<file path="src/hdl/pbs_pkg.sv">
// Shared types, reset values and register indexes for the power button sequencer.
package pbs_pkg;

    localparam int unsigned CntW = 16;

    localparam logic [CntW-1:0] RESET_HOLD          = 16'd100;
    localparam logic [CntW-1:0] RST_SHORT_PRESS     = 16'd100;
    localparam logic [CntW-1:0] RST_LONG_PRESS      = 16'd1000;
    localparam logic [CntW-1:0] RST_FAULT_TICKS     = 16'd100;
    localparam logic [CntW-1:0] RST_ENABLE_DELAY    = 16'd500;
    localparam logic [CntW-1:0] RST_RELEASE_DELAY   = 16'd1;
    localparam logic [CntW-1:0] RST_BOOT_DELAY      = 16'd500;
    localparam logic [CntW-1:0] RST_BOOT_BLINK      = 16'd1000;
    localparam logic [CntW-1:0] RST_FAULT_BLINK     = 16'd150;

    localparam int unsigned CfgIdxW = 3;

    typedef enum logic [CfgIdxW-1:0] {
        REG_SHORT_PRESS   = 3'd0,
        REG_LONG_PRESS    = 3'd1,
        REG_FAULT_TICKS   = 3'd2,
        REG_ENABLE_DELAY  = 3'd3,
        REG_RELEASE_DELAY = 3'd4,
        REG_BOOT_DELAY    = 3'd5,
        REG_BOOT_BLINK    = 3'd6,
        REG_FAULT_BLINK   = 3'd7
    } reg_idx_t;

    typedef struct packed {
        logic [CntW-1:0] short_press_ticks;
        logic [CntW-1:0] long_press_ticks;
        logic [CntW-1:0] fault_ticks;
        logic [CntW-1:0] power_enable_delay;
        logic [CntW-1:0] reset_release_delay;
        logic [CntW-1:0] boot_release_delay;
        logic [CntW-1:0] boot_blink_period;
        logic [CntW-1:0] fault_blink_period;
    } cfg_t;

    typedef struct packed {
        logic [CntW-1:0] hold_count;
        logic [CntW-1:0] fault_count;
        logic [CntW-1:0] reset_countdown;
        logic [CntW-1:0] boot_countdown;
        logic [CntW-1:0] enable_countdown;
        logic [CntW-1:0] blink_count;
        logic            power_flag;
        logic            boot_flag;
        logic            input_switch;
        logic            output_switch;
        logic            reset_line;
        logic            boot_line;
        logic            led_state;
    } state_t;

    typedef struct packed {
        logic input_power_en;
        logic output_power_en;
        logic target_reset_n;
        logic boot_select;
        logic led_lit;
        logic power_on;
        logic boot_mode;
        logic power_fault;
        logic monitor_start;
        logic reset_released;
    } result_t;

    // Drop both switches, the LED and the mode flags.
    function automatic state_t cut_power(input state_t s);
        state_t r;
        r = s;
        r.output_switch = 1'b0;
        r.input_switch  = 1'b0;
        r.led_state     = 1'b0;
        r.power_flag    = 1'b0;
        r.boot_flag     = 1'b0;
        return r;
    endfunction

endpackage

</file>
<file path="src/hdl/power_button_sequencer_unit.sv">
// Top level of the power button sequencer: input stage, tick update and result stage.
//
//  channel | direction | handshake            | payload
//  --------+-----------+----------------------+----------------------------------------
//  in      | receive   | in_valid / in_stall  | button_pressed, fault_active,
//          |           |                      | external_supply
//  out     | send      | out_valid / out_stall| input_power_en .. reset_released
//  cfg     | receive   | cfg_we               | cfg_index, cfg_data
//
//  One tick item per clock while out is not stalled; a result is valid once its tick has
//  passed the input register, which loads at the transfer edge, and then the result register.
//  The tick update is one combinational pass between those two registers.
//  Reset loads the register defaults and the power-up state (hold count 100, LED lit).
//  A stall on out holds the result register; in stalls only when the input
//  register is full and cannot move on.
module power_button_sequencer_unit (
    input  logic                        clk,
    input  logic                        rst_n,
    // tick input
    input  logic                        in_valid,
    output logic                        in_stall,
    input  logic                        button_pressed,
    input  logic                        fault_active,
    input  logic                        external_supply,
    // result output
    output logic                        out_valid,
    input  logic                        out_stall,
    output logic                        input_power_en,
    output logic                        output_power_en,
    output logic                        target_reset_n,
    output logic                        boot_select,
    output logic                        led_lit,
    output logic                        power_on,
    output logic                        boot_mode,
    output logic                        power_fault,
    output logic                        monitor_start,
    output logic                        reset_released,
    // configuration
    input  logic                        cfg_we,
    input  logic [pbs_pkg::CfgIdxW-1:0] cfg_index,
    input  logic [pbs_pkg::CntW-1:0]    cfg_data
);
    import pbs_pkg::*;

    cfg_t    cfg;
    result_t result;

    logic    in_valid_reg;
    logic    btn_reg;
    logic    fault_reg;
    logic    ext_reg;
    logic    out_valid_reg;
    result_t out_reg;
    logic    advance;
    logic    in_xfer;

    // Move the held tick into the result register when that register is free
    // or being drained this cycle.
    assign advance  = in_valid_reg && (!out_valid_reg || !out_stall);
    assign in_stall = in_valid_reg && !advance;
    assign in_xfer  = in_valid && !in_stall;

    pbs_cfg_regs u_cfg (
        .clk       (clk),
        .rst_n     (rst_n),
        .cfg_we    (cfg_we),
        .cfg_index (cfg_index),
        .cfg_data  (cfg_data),
        .cfg       (cfg)
    );

    pbs_core u_core (
        .clk             (clk),
        .rst_n           (rst_n),
        .step            (advance),
        .button_pressed  (btn_reg),
        .fault_active    (fault_reg),
        .external_supply (ext_reg),
        .cfg             (cfg),
        .result          (result)
    );

    // Input stage: valid bit under reset, payload captured on each transfer.
    always_ff @(posedge clk or negedge rst_n)
    begin
        if (!rst_n)
        begin
            in_valid_reg <= 1'b0;
        end
        else if (in_xfer)
        begin
            in_valid_reg <= 1'b1;
        end
        else if (advance)
        begin
            in_valid_reg <= 1'b0;
        end
    end

    always_ff @(posedge clk)
    begin
        if (in_xfer)
        begin
            btn_reg   <= button_pressed;
            fault_reg <= fault_active;
            ext_reg   <= external_supply;
        end
    end

    // Result stage: hold while stalled, load on advance.
    always_ff @(posedge clk or negedge rst_n)
    begin
        if (!rst_n)
        begin
            out_valid_reg <= 1'b0;
        end
        else if (advance)
        begin
            out_valid_reg <= 1'b1;
        end
        else if (!out_stall)
        begin
            out_valid_reg <= 1'b0;
        end
    end

    always_ff @(posedge clk)
    begin
        if (advance)
        begin
            out_reg <= result;
        end
    end

    assign out_valid       = out_valid_reg;
    assign input_power_en  = out_reg.input_power_en;
    assign output_power_en = out_reg.output_power_en;
    assign target_reset_n  = out_reg.target_reset_n;
    assign boot_select     = out_reg.boot_select;
    assign led_lit         = out_reg.led_lit;
    assign power_on        = out_reg.power_on;
    assign boot_mode       = out_reg.boot_mode;
    assign power_fault     = out_reg.power_fault;
    assign monitor_start   = out_reg.monitor_start;
    assign reset_released  = out_reg.reset_released;

`ifndef SYNTHESIS
    // A tick that moves on always shows up as a result next cycle.
    a_advance_fills_out: assert property (@(posedge clk) disable iff (!rst_n)
        advance |=> out_valid_reg)
        else $error("advanced tick did not reach the result register");

    // A held tick that cannot move on keeps its payload.
    a_held_tick_kept: assert property (@(posedge clk) disable iff (!rst_n)
        (in_valid_reg && !advance) |=>
            (in_valid_reg && $stable(btn_reg) && $stable(fault_reg) && $stable(ext_reg)))
        else $error("held tick lost or overwritten");

    // A new transfer never lands on a full input stage unless that stage moves on.
    a_no_overrun: assert property (@(posedge clk) disable iff (!rst_n)
        in_xfer |-> (!in_valid_reg || advance))
        else $error("input stage overrun");

    // A stalled result is not replaced.
    a_result_held: assert property (@(posedge clk) disable iff (!rst_n)
        (out_valid_reg && out_stall) |-> !advance)
        else $error("stalled result replaced");
`endif

endmodule

</file>
<file path="src/hdl/pbs_cfg_regs.sv">
// Configuration register bank for the power button sequencer.
module pbs_cfg_regs (
    input  logic                        clk,
    input  logic                        rst_n,
    input  logic                        cfg_we,
    input  logic [pbs_pkg::CfgIdxW-1:0] cfg_index,
    input  logic [pbs_pkg::CntW-1:0]    cfg_data,
    output pbs_pkg::cfg_t               cfg
);
    import pbs_pkg::*;

    cfg_t cfg_reg;
    cfg_t cfg_next;

    always_comb
    begin
        cfg_next = cfg_reg;
        if (cfg_we)
        begin
            case (reg_idx_t'(cfg_index))
                REG_SHORT_PRESS:   cfg_next.short_press_ticks   = cfg_data;
                REG_LONG_PRESS:    cfg_next.long_press_ticks    = cfg_data;
                REG_FAULT_TICKS:   cfg_next.fault_ticks         = cfg_data;
                REG_ENABLE_DELAY:  cfg_next.power_enable_delay  = cfg_data;
                REG_RELEASE_DELAY: cfg_next.reset_release_delay = cfg_data;
                REG_BOOT_DELAY:    cfg_next.boot_release_delay  = cfg_data;
                REG_BOOT_BLINK:    cfg_next.boot_blink_period   = cfg_data;
                REG_FAULT_BLINK:   cfg_next.fault_blink_period  = cfg_data;
                default:           cfg_next = cfg_reg;
            endcase
        end
    end

    always_ff @(posedge clk or negedge rst_n)
    begin
        if (!rst_n)
        begin
            cfg_reg.short_press_ticks   <= RST_SHORT_PRESS;
            cfg_reg.long_press_ticks    <= RST_LONG_PRESS;
            cfg_reg.fault_ticks         <= RST_FAULT_TICKS;
            cfg_reg.power_enable_delay  <= RST_ENABLE_DELAY;
            cfg_reg.reset_release_delay <= RST_RELEASE_DELAY;
            cfg_reg.boot_release_delay  <= RST_BOOT_DELAY;
            cfg_reg.boot_blink_period   <= RST_BOOT_BLINK;
            cfg_reg.fault_blink_period  <= RST_FAULT_BLINK;
        end
        else
        begin
            cfg_reg <= cfg_next;
        end
    end

    assign cfg = cfg_reg;

endmodule

</file>
<file path="src/hdl/pbs_core.sv">
// Sequencer state and the one-tick update of that state.
module pbs_core (
    input  logic             clk,
    input  logic             rst_n,
    input  logic             step,
    input  logic             button_pressed,
    input  logic             fault_active,
    input  logic             external_supply,
    input  pbs_pkg::cfg_t    cfg,
    output pbs_pkg::result_t result
);
    import pbs_pkg::*;

    state_t state_reg;
    state_t state_next;

    always_comb
    begin
        state_t          s;
        logic            mon;
        logic            rel;
        logic            blink_on;
        logic [CntW-1:0] period;

        s   = state_reg;
        mon = 1'b0;
        rel = 1'b0;

        // fault counting while powered
        if (s.power_flag && fault_active)
        begin
            s.fault_count = s.fault_count + 16'd1;
            if (s.fault_count == cfg.fault_ticks)
            begin
                s = cut_power(s);
            end
        end

        // reset release countdown
        if (s.reset_countdown != '0)
        begin
            s.reset_countdown = s.reset_countdown - 16'd1;
            if (s.reset_countdown == '0)
            begin
                s.reset_line = 1'b1;
                rel          = 1'b1;
            end
        end

        // LED blink, fault pattern wins over boot pattern
        blink_on = (s.fault_count == cfg.fault_ticks) || s.boot_flag;
        period   = (s.fault_count == cfg.fault_ticks) ? cfg.fault_blink_period
                                                      : cfg.boot_blink_period;
        if (blink_on)
        begin
            if (s.blink_count == '0)
            begin
                s.blink_count = period;
                s.led_state   = !s.led_state;
            end
            s.blink_count = s.blink_count - 16'd1;
        end

        // delayed output power decision
        if (s.enable_countdown != '0)
        begin
            s.enable_countdown = s.enable_countdown - 16'd1;
            if (s.enable_countdown == '0)
            begin
                if (!external_supply)
                begin
                    s.output_switch = 1'b1;
                end
                s.reset_countdown = cfg.reset_release_delay;
                s.power_flag      = 1'b1;
                mon               = 1'b1;
            end
        end

        // boot pin release
        if (s.boot_countdown != '0)
        begin
            s.boot_countdown = s.boot_countdown - 16'd1;
            if (s.boot_countdown == '0)
            begin
                s.boot_line = 1'b0;
            end
        end

        // button timing
        if (button_pressed)
        begin
            s.hold_count = s.hold_count + 16'd1;
            if (s.hold_count == cfg.long_press_ticks && s.power_flag)
            begin
                s.boot_flag  = !s.boot_flag;
                s.reset_line = 1'b0;
                if (s.boot_flag)
                begin
                    s.boot_line      = 1'b1;
                    s.boot_countdown = cfg.boot_release_delay;
                end
                else
                begin
                    s.led_state = 1'b1;
                end
                s.reset_countdown = 16'd1;
            end
        end
        else
        begin
            if (s.hold_count >= cfg.short_press_ticks &&
                s.hold_count < cfg.long_press_ticks)
            begin
                s.power_flag = !s.power_flag;
                if (s.power_flag)
                begin
                    s.reset_line       = 1'b0;
                    s.boot_line        = 1'b0;
                    s.input_switch     = 1'b1;
                    s.led_state        = 1'b1;
                    s.enable_countdown = cfg.power_enable_delay;
                    s.boot_flag        = 1'b0;
                    s.fault_count      = '0;
                end
                else
                begin
                    s = cut_power(s);
                end
            end
            s.hold_count = '0;
        end

        state_next = s;

        result.input_power_en  = s.input_switch;
        result.output_power_en = s.output_switch;
        result.target_reset_n  = s.reset_line;
        result.boot_select     = s.boot_line;
        result.led_lit         = s.led_state;
        result.power_on        = s.power_flag;
        result.boot_mode       = s.boot_flag;
        result.power_fault     = (s.fault_count == cfg.fault_ticks);
        result.monitor_start   = mon;
        result.reset_released  = rel;
    end

    always_ff @(posedge clk or negedge rst_n)
    begin
        if (!rst_n)
        begin
            state_reg.hold_count       <= RESET_HOLD;
            state_reg.fault_count      <= '0;
            state_reg.reset_countdown  <= '0;
            state_reg.boot_countdown   <= '0;
            state_reg.enable_countdown <= '0;
            state_reg.blink_count      <= '0;
            state_reg.power_flag       <= 1'b0;
            state_reg.boot_flag        <= 1'b0;
            state_reg.input_switch     <= 1'b0;
            state_reg.output_switch    <= 1'b0;
            state_reg.reset_line       <= 1'b0;
            state_reg.boot_line        <= 1'b0;
            state_reg.led_state        <= 1'b1;
        end
        else if (step)
        begin
            state_reg <= state_next;
        end
    end

endmodule
</file>
<file path="config.mk">
export PLATFORM = sky130hd
export DESIGN_NAME = power_button_sequencer_unit
export DESIGN_NICKNAME = d
export VERILOG_FILES = /design/src/hdl/pbs_pkg.sv /design/src/hdl/power_button_sequencer_unit.sv /design/src/hdl/pbs_cfg_regs.sv /design/src/hdl/pbs_core.sv
export SDC_FILE = /design/constraint.sdc
export NUM_CORES = 1
export LEC_CHECK = 0
export ABC_AREA = 1
export BUFFER_PORTS_ARGS = -buffer_cell sky130_fd_sc_hd__buf_2
export CAP_MARGIN = 20
export CORE_MARGIN = 3
export CORE_UTILIZATION = 55
export CTS_CLUSTER_SIZE = 16
export DETAILED_ROUTE_END_ITERATION = 10
export PLACE_DENSITY_LB_ADDON = 0.1
export SYNTH_ARGS = -nofsm -noshare
export SYNTH_HDL_FRONTEND = slang
export SYNTH_HIERARCHICAL = 1
export SYNTH_SLANG_ARGS = --single-unit
</file>
<file path="constraint.sdc">
create_clock -name clk -period 3.25 [get_ports clk]
set_input_delay 0.4875 -clock clk [delete_from_list [all_inputs] [get_ports clk]]
set_output_delay 0.4875 -clock clk [all_outputs]
set_load 0.02 [all_outputs]
</file>
# --- Word level (Yosys, flattened, before mapping) ---
# Cells that the tools add are included.
op_classes:
  shift: 0
  n_addsub: 6
  eq_ne: 12
  mul: 0
  div: 0
  mux: 48
  n_reduce_logical: 32
  bitwise: 0
  order_cmp: 2
ops:
  columns: ["operator", "count"]
  rows:
  - ["two-way mux 16 bit", 14]
  - ["two-way mux 87 bit", 2]
  - ["equality test 16 bit", 4]
  - ["zero test 16 bit", 4]
  - ["two-way mux 32 bit", 2]
  - ["subtractor 16 x 1 -> 16 bit, second input constant", 4]
  - ["nonzero test 16 bit", 3]
  - ["two-way mux 33 bit", 1]
  - ["adder 16 x 1 -> 16 bit, second input constant", 2]
  - ["two-way mux 1 bit", 24]
  - [">= comparator 16 bit", 1]
  - ["< comparator 16 bit", 1]
  - ["AND reduction 2 bit", 8]
  - ["equality test 3 bit, second input constant", 4]
  - ["two-way mux 3 bit", 3]
  - ["zero test 1 bit", 7]
  - ["two-way mux 7 bit", 1]
  - ["equality test 3 x 2 -> 1 bit, second input constant", 2]
  - ["logical AND 1 bit", 6]
  - ["equality test 3 x 1 -> 1 bit, second input constant", 1]
  - ["zero test 3 bit", 1]
  - ["logical OR 1 bit", 2]
  - ["two-way mux 2 bit", 1]
  - ["inequality test 2 x 1 -> 1 bit, second input constant", 1]
  - ["nonzero test 2 bit", 1]
totals:
  ramBits: 0
  memories: 0
  latch_bits: 0
  output_inout_bits: 12
  ff_bits: 246
  elab_cells: 136
  rom_bits: 0

# --- Depth between registers and ports, before layout ---
# Gate-level depths: netlist of run 1.
depth:
  word_depth: 13
  mapped_depth: 29

# --- Modules after synthesis ---
# The synthesis of run 1 kept the hierarchy.
by_module_without_submodules:
  columns: ["module", "area_per_inst_um2", "cells_each", "instances"]
  rows:
  - ["pbs_core", 10172.3, 1636, 1]
  - ["pbs_cfg_regs", 5096.1, 579, 1]
  - ["power_button_sequencer_unit", 485.5, 25, 1]

# --- Worst setup path before layout of run 1 ---
# OpenSTA, ideal clock, no wires.
synth_timing:
  path_kind: "reg2reg"
  from: "reg u_core/state_reg[71] (netlist bit)"
  to: "reg u_core/state_reg[17] (netlist bit)"
  path_buffers: 1
  setup_ns: 0.117
  arrival_ns: 2.884
  stages_incl_launch_ff: 29
  slack_ns: 0.249
  path_cell_list: "dfrtp_1 > ha_1 > nand2_1 > nor2_4 > nand2_1 > nand2_1 > nand3_1 > nand3_1 > nand2_1 > nor2_1 > nand2_1 > nor2_4 > nand3_2 > buf_6 > nor2_2 > nor2_1 > nand2_1 > nand2_2 > inv_2 > ha_1 > inv_1 > nor2_1 > nand2_1 > nor2_4 > nand2_1 > nand2_1 > nand2_1 > nand2_1 > nand2_1"
synth_via:
  elab_chain_len: 10
  word_cells_on_any_way: 13
  classes_between: "add/sub: 2; eq/ne: 2; mux: 8; reduce/logical: 1"
synth_lines:
  columns: ["element", "line", "text"]
  rows:
  - ["start: declaration", "pbs_core.sv:14", "state_t state_reg;"]
  - ["start signal: assignment", "pbs_core.sv:168", "state_reg <= state_next;"]
  - ["adder 16 x 1 -> 16 bit", "pbs_core.sv:32", "s.fault_count = s.fault_count + 16'd1;"]
  - ["two-way mux 87 bit (*)", "pbs_core.sv:30", "if (s.power_flag && fault_active)"]
  - ["equality test 16 bit", "pbs_core.sv:51, pbs_core.sv:52", null]
  - ["two-way mux 16 bit", "pbs_core.sv:52", "period = (s.fault_count == cfg.fault_ticks) ? cfg.fault_blink_period"]
  - ["two-way mux 16 bit", "pbs_core.sv:56", "if (s.blink_count == '0)"]
  - ["two-way mux 16 bit", "pbs_core.sv:54", "if (blink_on)"]
  - ["subtractor 16 x 1 -> 16 bit", "pbs_core.sv:61", "s.blink_count = s.blink_count - 16'd1;"]
  - ["two-way mux 16 bit (*)", "pbs_core.sv:54", null]
  - ["two-way mux 87 bit", "pbs_core.sv:112", "if (s.hold_count >= cfg.short_press_ticks &&"]
  - ["two-way mux 33 bit (*)", "pbs_core.sv:91", "if (button_pressed)"]
# Mark *: on every way between the ends. The rest lies on a longest branch, timed or not. The select of a mux whose other input is x is not followed.
# A chain may end at the register's enable or synchronous reset.

==> run metrics, run 1 <==
CTS tree=done; post-synthesis cell area=15800 um2; Synth top area share=30.8%; die width=175 um; Area contributors post-synth=dfrtp_1 31%, nand2_1 21%, dfstp_2 6.5%, nand3_1 5.8%, inv_1 5.7%; Die Area=30700 um2; Slew @ Worst Pin=about 0.98 ns; worst r2r dst=power_fault; EDFF count, synth=13; GRT overflow=0; synthesis-stage register bit count=246; Worst-Skew Late Latency=0.56 ns; Distinct cells, synth=50; max reg flops=128; clock slew seen by the registers of the worst setup and hold paths=0.06 ns; worst relative slew slack=between 30% and 40%; Max Root-Sink Buffers=3; Placed Area=16400 um2; Max VDD drop=roughly 0.54 mV; Fmax=319 MHz; Max H-tree Level=1; pwr/cell area=757 nW/um2; most frequent cells in the layout=843 x nand2_1, 237 x inv_1, 184 x dfrtp_1; Synth area leader=dfrtp_1; skew final=0.0245 ns; HP Class=primary input to flop; Syn Nets=2310; vias in the first global route=14000; ANT cells=0; Tot Pwr=about 14 mW; yosys warns=6; cts bufs inserted=28; via/cell ratio=roughly 5.5; RSZ-0062 raised after global routing=true; CP max stage delay=~0.42 ns; Hold Violations, Final=0; Synth Instances=2240; part of the cycle the worst path needs=96.6%; GR Util All Layers=28.6%; TritonCTS sink count=246; Post-Route WL=about 45000 um; Ports=39; ys async rst share=94.7%; cell row count=61; initial antenna violation count=0; CP Capture Point=power_fault; Tmin final=3.14 ns; reg2reg start=u_core/state_reg[72]; hold path startpoint=button_pressed; Lkg Pwr=9.14 nW; final antenna-violating net count=0; final core utilization=64.1%; CP required=3.65 ns; Initial Util=56.2%; GPL Wtd Cong=about 0.93; Critical Path AT=approximately 3.5 ns; Area Growth Syn to Fin=13.9%; Post-DP HPWL=30700 um; share of cells above drive strength 1=between 15 and 20%; CP Launch Type=flop; crit path launch=u_core/state_reg[72]; Critical Path Fanout Max=12; Final Max Tran Viols=0; largest net degree at the start of global routing=87; setup_tns=0 ns; number of max-cap violations=0; first-pass detailed-route iteration total=5; Core ar.=28000 um2; Top cell by count, worst path=nand2_1; FF-to-FF setup slack=0.11 ns; CTS Root Cell=clkbuf_16; Setup CP Type=flop to flop; Vias=14800; remaining routing DRC violations=0; CP cell instances=buf_6 -> nand2_4 -> nor2_4 -> buf_6 -> nand3_1 -> nand2_1 -> nand2_1 -> xor2_1 -> nor4_2 -> nand3_2 -> nand2_4 -> nand3_4 -> buf_12 -> inv_1 -> nand2_1 -> nand2_1 -> nand2_1 -> nor2_1 -> nand2_1 -> nor2_1; Post-synth top flop=dfrtp_1; CP endpoint kind=flop; Worst Reg-to-Reg Cells=20; Syn Area/Cell=7.03 um2; register area share after synthesis=roughly 40%; Final #Nets=between 2000 and 2500; Iter 0 DRT Violations=about 1300; Routed WL per cell=around 17 um; CP max stage cell=dfrtp_2; first-pass GRT wire length=71500 um; Setup Viol. Count Final=0; final instance area=17900 um2; hold slack=0.101 ns; Die Ht=between 150 and 200 um; commonest non-fill, non-tap cell in the layout=nand2_1; status=finished, final reports clean; PortBufs=38
[worst max-delay path: cells and delay by family (launching register included)]
family,cells,cell delay (ns)
simple gates,15,1.86
buf+inv,4,0.56
flops,1,0.42
xor+xnor,1,0.16
[area by class of cell]
cell class / instances / area (um2)
sequential: 246 / 6280
clock buffer: 42 / 813
tap: 378 / 473
clock inverter: 10 / 104
fill: 2546 / 10100
inverter: 250 / 940
multi-input combinational: 1651 / 8390
timing repair buffer: 112 / 948
[timing repair]
| action | in CTS | in global routing |
|---|---|---|
| gates cloned | 1 | 1 |
| setup endpoints to repair | 4 | 70 |
| resized for setup | 3 | 100 |
| hold buffers | 1 | 0 |
| hold endpoints to repair | 61 | 0 |
| pin swaps | 2 | 47 |
| buffers inserted | 0 | 20 |
[power breakdown]
group,internal (mW),switching (mW),total [mW]
Sequential,3.93,0.734,4.67
Combinational,2.15,3.63,5.78
Clock,1.82,1.31,3.13
Total,7.90,5.68,13.6
[metal layers]
layer  vias to the layer above  GRT usage, %  wire length, um
met5                         -             0                0
met4                         0          8.64             1470
met3                       107          3.82             2710
met2                       514          47.5            21100
met1                      6943          39.2            19500
li1                       7226             -                -
[through the flow]
step	cells	setup slack (ns)
floorplan	2240	0.249
global route	2689	-0.115
detailed placement	2613	-0.0535
global placement	2613	0.0615
finish	2689	0.112
CTS	2667	0.000532
[cells by family (layout without fill, tap and decap cells)]
group	after synthesis	count (layout)	synth area share (%)
AOI/OAI and AO/OA	214	214	7.28
xor gates and xnor gates	72	72	4.00
adders and majority gates	43	43	3.42
buffers and inverters	344	414	9.21
DFF	246	246	39.8
muxes	1	1	0.0635
and+or+nand+nor	1320	1321	36.2
[worst min path at each step]
stage,endpoint,cells past startpoint
finish,btn_reg,1
global route,btn_reg,1
CTS,btn_reg,1
detailed placement,u_cfg/cfg[2],2
global placement,u_cfg/cfg[49],2
floorplan,in_valid_reg,0
[cell usage after synthesis (3+ instances only)]
cell      instances
buf_2            42
dfstp_2          39
nand2_2          22
inv_2            10
nor2_2           16
clkbuf_1         24
a21oi_1          39
nor2_4           10
nor4_1           13
buf_6             6
o22ai_1          26
o21ai_0         104
or2_2             6
nand3_1         181
nor3_1           23
nor4_2            4
edfxtp_1         13
nor2_1          108
dfrtp_1         194
buf_4            15
o21ai_1          30
ha_1             43
clkbuf_2          4
nand3b_1          7
buf_1             3
xor2_1           64
inv_1           239
a31oi_1           6
nand3_2           4
nand4_1          47
nand2_1         868
xnor2_1           8
o211ai_1          3
Power figures use the tool's default switching activity.
==> run 2: changes to the inputs <==
GPL_TIMING_DRIVEN = 0   (was default)
==> run metrics, run 2 (same netlist as run 1, synthesis figures left out) <==
max reg flops=128; skew final=0.0217 ns; clock network power share=24.5%; Psw=roughly 6 mW; fill cell count=approximately 2500; remaining routing DRC violations=0; Initial Util=56.2%; clock slew seen by the registers of the worst setup and hold paths=0.06 ns; pwr/cell area=767 nW/um2; Core ar.=28000 um2; Ports=39; cts bufs inserted=29; Final Max Tran Viols=0; setup_tns=0 ns; CP Launch Type=flop; Top cell by count, worst path=nand2_1; Tmin final=3.21 ns; CTS tree=done; Post-Route WL=46800 um; Fmax=312 MHz; Placed Cells=2643; Setup Viol. Count Final=0; cell row count=61; Int Pwr=8.21 mW; ANT cells=0; most frequent cells in the layout=838 x nand2_1, 233 x inv_1, 185 x dfrtp_1; RSZ-0062 raised after global routing=true; Slew @ Worst Pin=between 0.9 and 1 ns; Placed Area=16400 um2; final worst slack=about 0.042 ns; number of max-cap violations=0; die width=175 um; Vias=15200; CP required=3.56 ns; CP max stage cell=dfrtp_1; Lkg Pwr=9.28 nW; hold slack=0.110 ns; register share of total power=~33%; Critical Path Fanout Max=7; Die Ht=175 um; combinational power share=42.2%; largest net degree at the start of global routing=95; Die Area=30700 um2; HP Class=primary input to flop; Max Root-Sink Buffers=3; Post-DP HPWL=33000 um; GRT overflow=0; final core utilization=65.5%; final instance area=approximately 18000 um2; PortBufs=22; vias in the first global route=14000; Max H-tree Level=1; share of cells above drive strength 1=17.1%; Area Growth Syn to Fin=16.5%; TritonCTS sink count=246; initial antenna violation count=0; Hold Violations, Final=0; Final #Nets=2405; CTS Root Cell=clkbuf_16; CP max stage delay=~0.41 ns; Worst-Skew Late Latency=roughly 0.56 ns; Setup CP Type=flop to flop; CP cell instances=buf_6 -> nand2_1 -> nor2_4 -> buf_6 -> buf_4 -> nand3_1 -> nand2_1 -> nand2_1 -> xor2_1 -> nor4_2 -> nand3_2 -> buf_6 -> nand2_4 -> nand3_4 -> buf_12 -> nand2_1 -> xor2_1 -> nor2_1 -> nand2_1 -> nor2_2; Max VDD drop=0.488 mV; part of the cycle the worst path needs=98.7%; commonest non-fill, non-tap cell in the layout=nand2_1; dpl ws=-0.383 ns; status=finished, final reports clean; final antenna-violating net count=0; worst relative slew slack=37.2%; CP endpoint kind=flop; switching power share of the total=41.6%; first-pass GRT wire length=73300 um; Routed WL per cell=17.1 um; Final Non-Filler Cells=2736; GR Util All Layers=between 20% and 30%; GPL Wtd Cong=0.912; Tot Pwr=14.1 mW; Iter 0 DRT Violations=between 1500 and 2000; first-pass detailed-route iteration total=6; Critical Path AT=3.51 ns; via/cell ratio=between 5 and 6
-- run 2: what timing repair did --
item	in CTS	in global routing
pin swaps	15	44
setup buffers	16	21
resized for setup	36	123
gates cloned	1	1
endpoints found under the setup margin	72	74
hold buffers	1	0
endpoints found under the hold margin	48	0
-- run 2: final timing paths --
path	startpoint	endpoint	slack, ns	cells after the start
worst max-delay path	u_core/state_reg[72]	power_fault	0.04	20
max in group asynchronous	rst_n	u_cfg/cfg[85]	1.89	3
worst min-delay path	button_pressed	btn_reg	0.11	1
worst min register to register	u_cfg/cfg[101]	u_cfg/cfg[101]	0.46	2
min in group asynchronous	rst_n	u_core/state_reg[82]	0.46	2
worst max register to register	u_core/state_reg[72]	power_fault	0.04	20
-- run 2: layout make-up --
cell class | instances | area (um2) | area share (%)
Sequential cell | 246 | 6280 | 34.2
Clock buffer | 40 | 838 | 4.57
Tap cell | 378 | 473 | 2.58
Timing Repair Buffer | 64 | 547 | 2.98
Clock inverter | 14 | 178 | 0.968
Buffer | 93 | 546 | 2.97
Inverter | 250 | 940 | 5.12
Multi-Input combinational cell | 1651 | 8540 | 46.6
-- run 2: metal layers --
layer / vias up / GRT usage [%] / routed length (um)
li1: 7318 / - / -
met1: 7197 / 43.5 / 20900
met2: 588 / 46.4 / 21200
met3: 93 / 3.74 / 3520
met4: 0 / 7.68 / 1170
met5: - / 0 / 0
-- run 2: critical path: cells and delay by family, from the launching register on --
kind	cells	cell delay (ns)
buf+inv	5	0.74
simple gates	13	1.48
xor+xnor	2	0.32
flops	1	0.41
-- run 2: power by group through the flow --
stage	Clock, mW	Sequential (mW)	Combinational (mW)
after floorplan	0	4.46	4.13
after global placement	0	4.64	5.11
after detailed placement	0	4.65	5.24
after CTS	3.50	4.62	5.48
after global routing	3.64	4.78	6.69
final	3.45	4.69	5.93
==> run 3: changes to the inputs <==
clock period = 3.2 ns   (was 3.25 ns; I/O delays follow)
==> run metrics, run 3 (same netlist as run 1, synthesis figures left out) <==
status=finished, final reports clean; skew final=0.0197 ns; Max H-tree Level=1; die width=175 um; Worst-Skew Late Latency=0.56 ns; Top cell by count, worst path=nand2_1; Final Max Tran Viols=0; number of max-cap violations=0; CP endpoint kind=flop; first-pass detailed-route iteration total=5; TritonCTS sink count=~250; Area Growth Syn to Fin=16.6%; RSZ-0062 raised after global routing=true; reg2reg start=u_core/state_reg[72]; FF/Latch Area=6280 um2; CP Capture Point=u_core/state_reg[21]; fill cell count=2539; Max VDD drop=0.495 mV; hold slack=0.0995 ns; remaining routing DRC violations=0; Setup CP Type=flop to flop; crit path launch=u_core/state_reg[72]; Core ar.=between 20000 and 30000 um2; PortBufs=22; Post-DP HPWL=33000 um; pwr/cell area=roughly 780 nW/um2; commonest non-fill, non-tap cell in the layout=nand2_1; initial antenna violation count=0; Fmax=~320 MHz; Tmin final=3.15 ns; Final Non-Filler Cells=2740; cell row count=61; CP Launch Type=flop; GR Util All Layers=29.6%; Final #Nets=around 2400; Placed Cells=2643; part of the cycle the worst path needs=98.5%; share of cells above drive strength 1=16.9%; Max Root-Sink Buffers=3; worst relative slew slack=37.8%; Vias=15200; Die Area=30700 um2; Slew @ Worst Pin=0.933 ns; Initial Util=between 50% and 60%; GPL Wtd Cong=between 0.9 and 1; Critical Path AT=3.61 ns; max reg flops=between 100 and 150; Ports=39; Hold Violations, Final=0; vias in the first global route=14000; CP max stage delay=0.41 ns; most frequent cells in the layout=835 x nand2_1, 233 x inv_1, 185 x dfrtp_1; first-pass GRT wire length=73500 um; FF-to-FF setup slack=0.05 ns; Critical Path Fanout Max=5; clock slew seen by the registers of the worst setup and hold paths=0.06 ns; Routed WL per cell=around 17 um; final antenna-violating net count=0; HP Class=primary input to flop; worst r2r dst=u_core/state_reg[21]; via/cell ratio=5.54; Worst Reg-to-Reg Cells=28; ANT cells=0; CTS tree=done; Iter 0 DRT Violations=1521; Post-Route WL=46500 um; Setup Viol. Count Final=0; cts bufs inserted=29; largest net degree at the start of global routing=95; Die Ht=between 150 and 200 um; Lkg Pwr=9.29 nW; GRT overflow=0; CP max stage cell=dfrtp_1; multi-input logic area=8540 um2; CTS Root Cell=clkbuf_16; CP required=3.66 ns
run 3: changes by cell type in the layout (fill, tap and decap cells not counted), sizes merged:
cell	before	now
inv	251	250
buf	124	131
clkinvlp	1	2
clkbuf	72	69
run 3: worst max-delay path: cells and delay by family (launching register included):
family	cells	cell delay (ns)
AOI/OAI and AO/OA	1	0.06
and+or+nand+nor	22	2.00
buffers and inverters	3	0.26
DFF	1	0.41
adders and majority gates	2	0.33
run 3: worst min path at each step:
| stage | start | end | slack (ns) | cells past startpoint |
|---|---|---|---|---|
| detailed placement | rst_n | u_core/state_reg[82] | 0.45 | 1 |
| global placement | u_cfg/cfg[60] | u_cfg/cfg[60] | 0.45 | 2 |
| global route | button_pressed | btn_reg | 0.09 | 1 |
| CTS | button_pressed | btn_reg | 0.08 | 1 |
| finish | button_pressed | btn_reg | 0.1 | 1 |
| floorplan | rst_n | in_valid_reg | 0.18 | 0 |
run 3: through the flow:
stage                     worst slack, ns  setup TNS (ns)  total power, mW  util (%)  instance area, um2
after floorplan                     0.199               0             8.72         -               15800
after global placement              -2.67         -590.49             9.90      58.3               16300
after detailed placement           -0.433          -11.58             10.1      58.6               16400
after CTS                         0.00635               0             13.9      63.6               17800
after global routing               -0.152           -1.11             15.4      65.6               18400
final                              0.0491               0             14.4      65.6               18400
run 3: area by class of cell:
cell class | instances | share of cell area [%]
Inverter | 250 | 5.15
Timing Repair Buffer | 70 | 3.24
Sequential cell | 246 | 34.2
Buffer | 91 | 2.80
Tap cell | 378 | 2.58
Clock buffer | 40 | 4.56
Clock inverter | 14 | 0.967
Multi-Input combinational cell | 1651 | 46.5
run 3: power breakdown:
group	internal, mW	total (mW)	switching [mW]
Clock	2.15	3.50	1.35
Sequential	3.99	4.77	0.775
Combinational	2.25	6.08	3.83
Total	8.39	14.4	5.96
run 3: what timing repair did:
| item | in CTS | in global routing |
|---|---|---|
| endpoints found under the hold margin | 48 | 0 |
| buffers inserted | 23 | 21 |
| hold buffers | 1 | 0 |
| gates cloned | 1 | 0 |
| resized for setup | 49 | 100 |
| pin swaps | 29 | 45 |
| setup endpoints to repair | 75 | 66 |
run 3: routing by layer:
layer / global-route usage [%] / up-vias / wire, um
met1: 43.6 / 7227 / 21200
met4: 7.51 / 0 / 1230
met3: 3.76 / 93 / 3140
met2: 46.6 / 534 / 20900
met5: 0 / - / 0
li1: - / 7328 / -
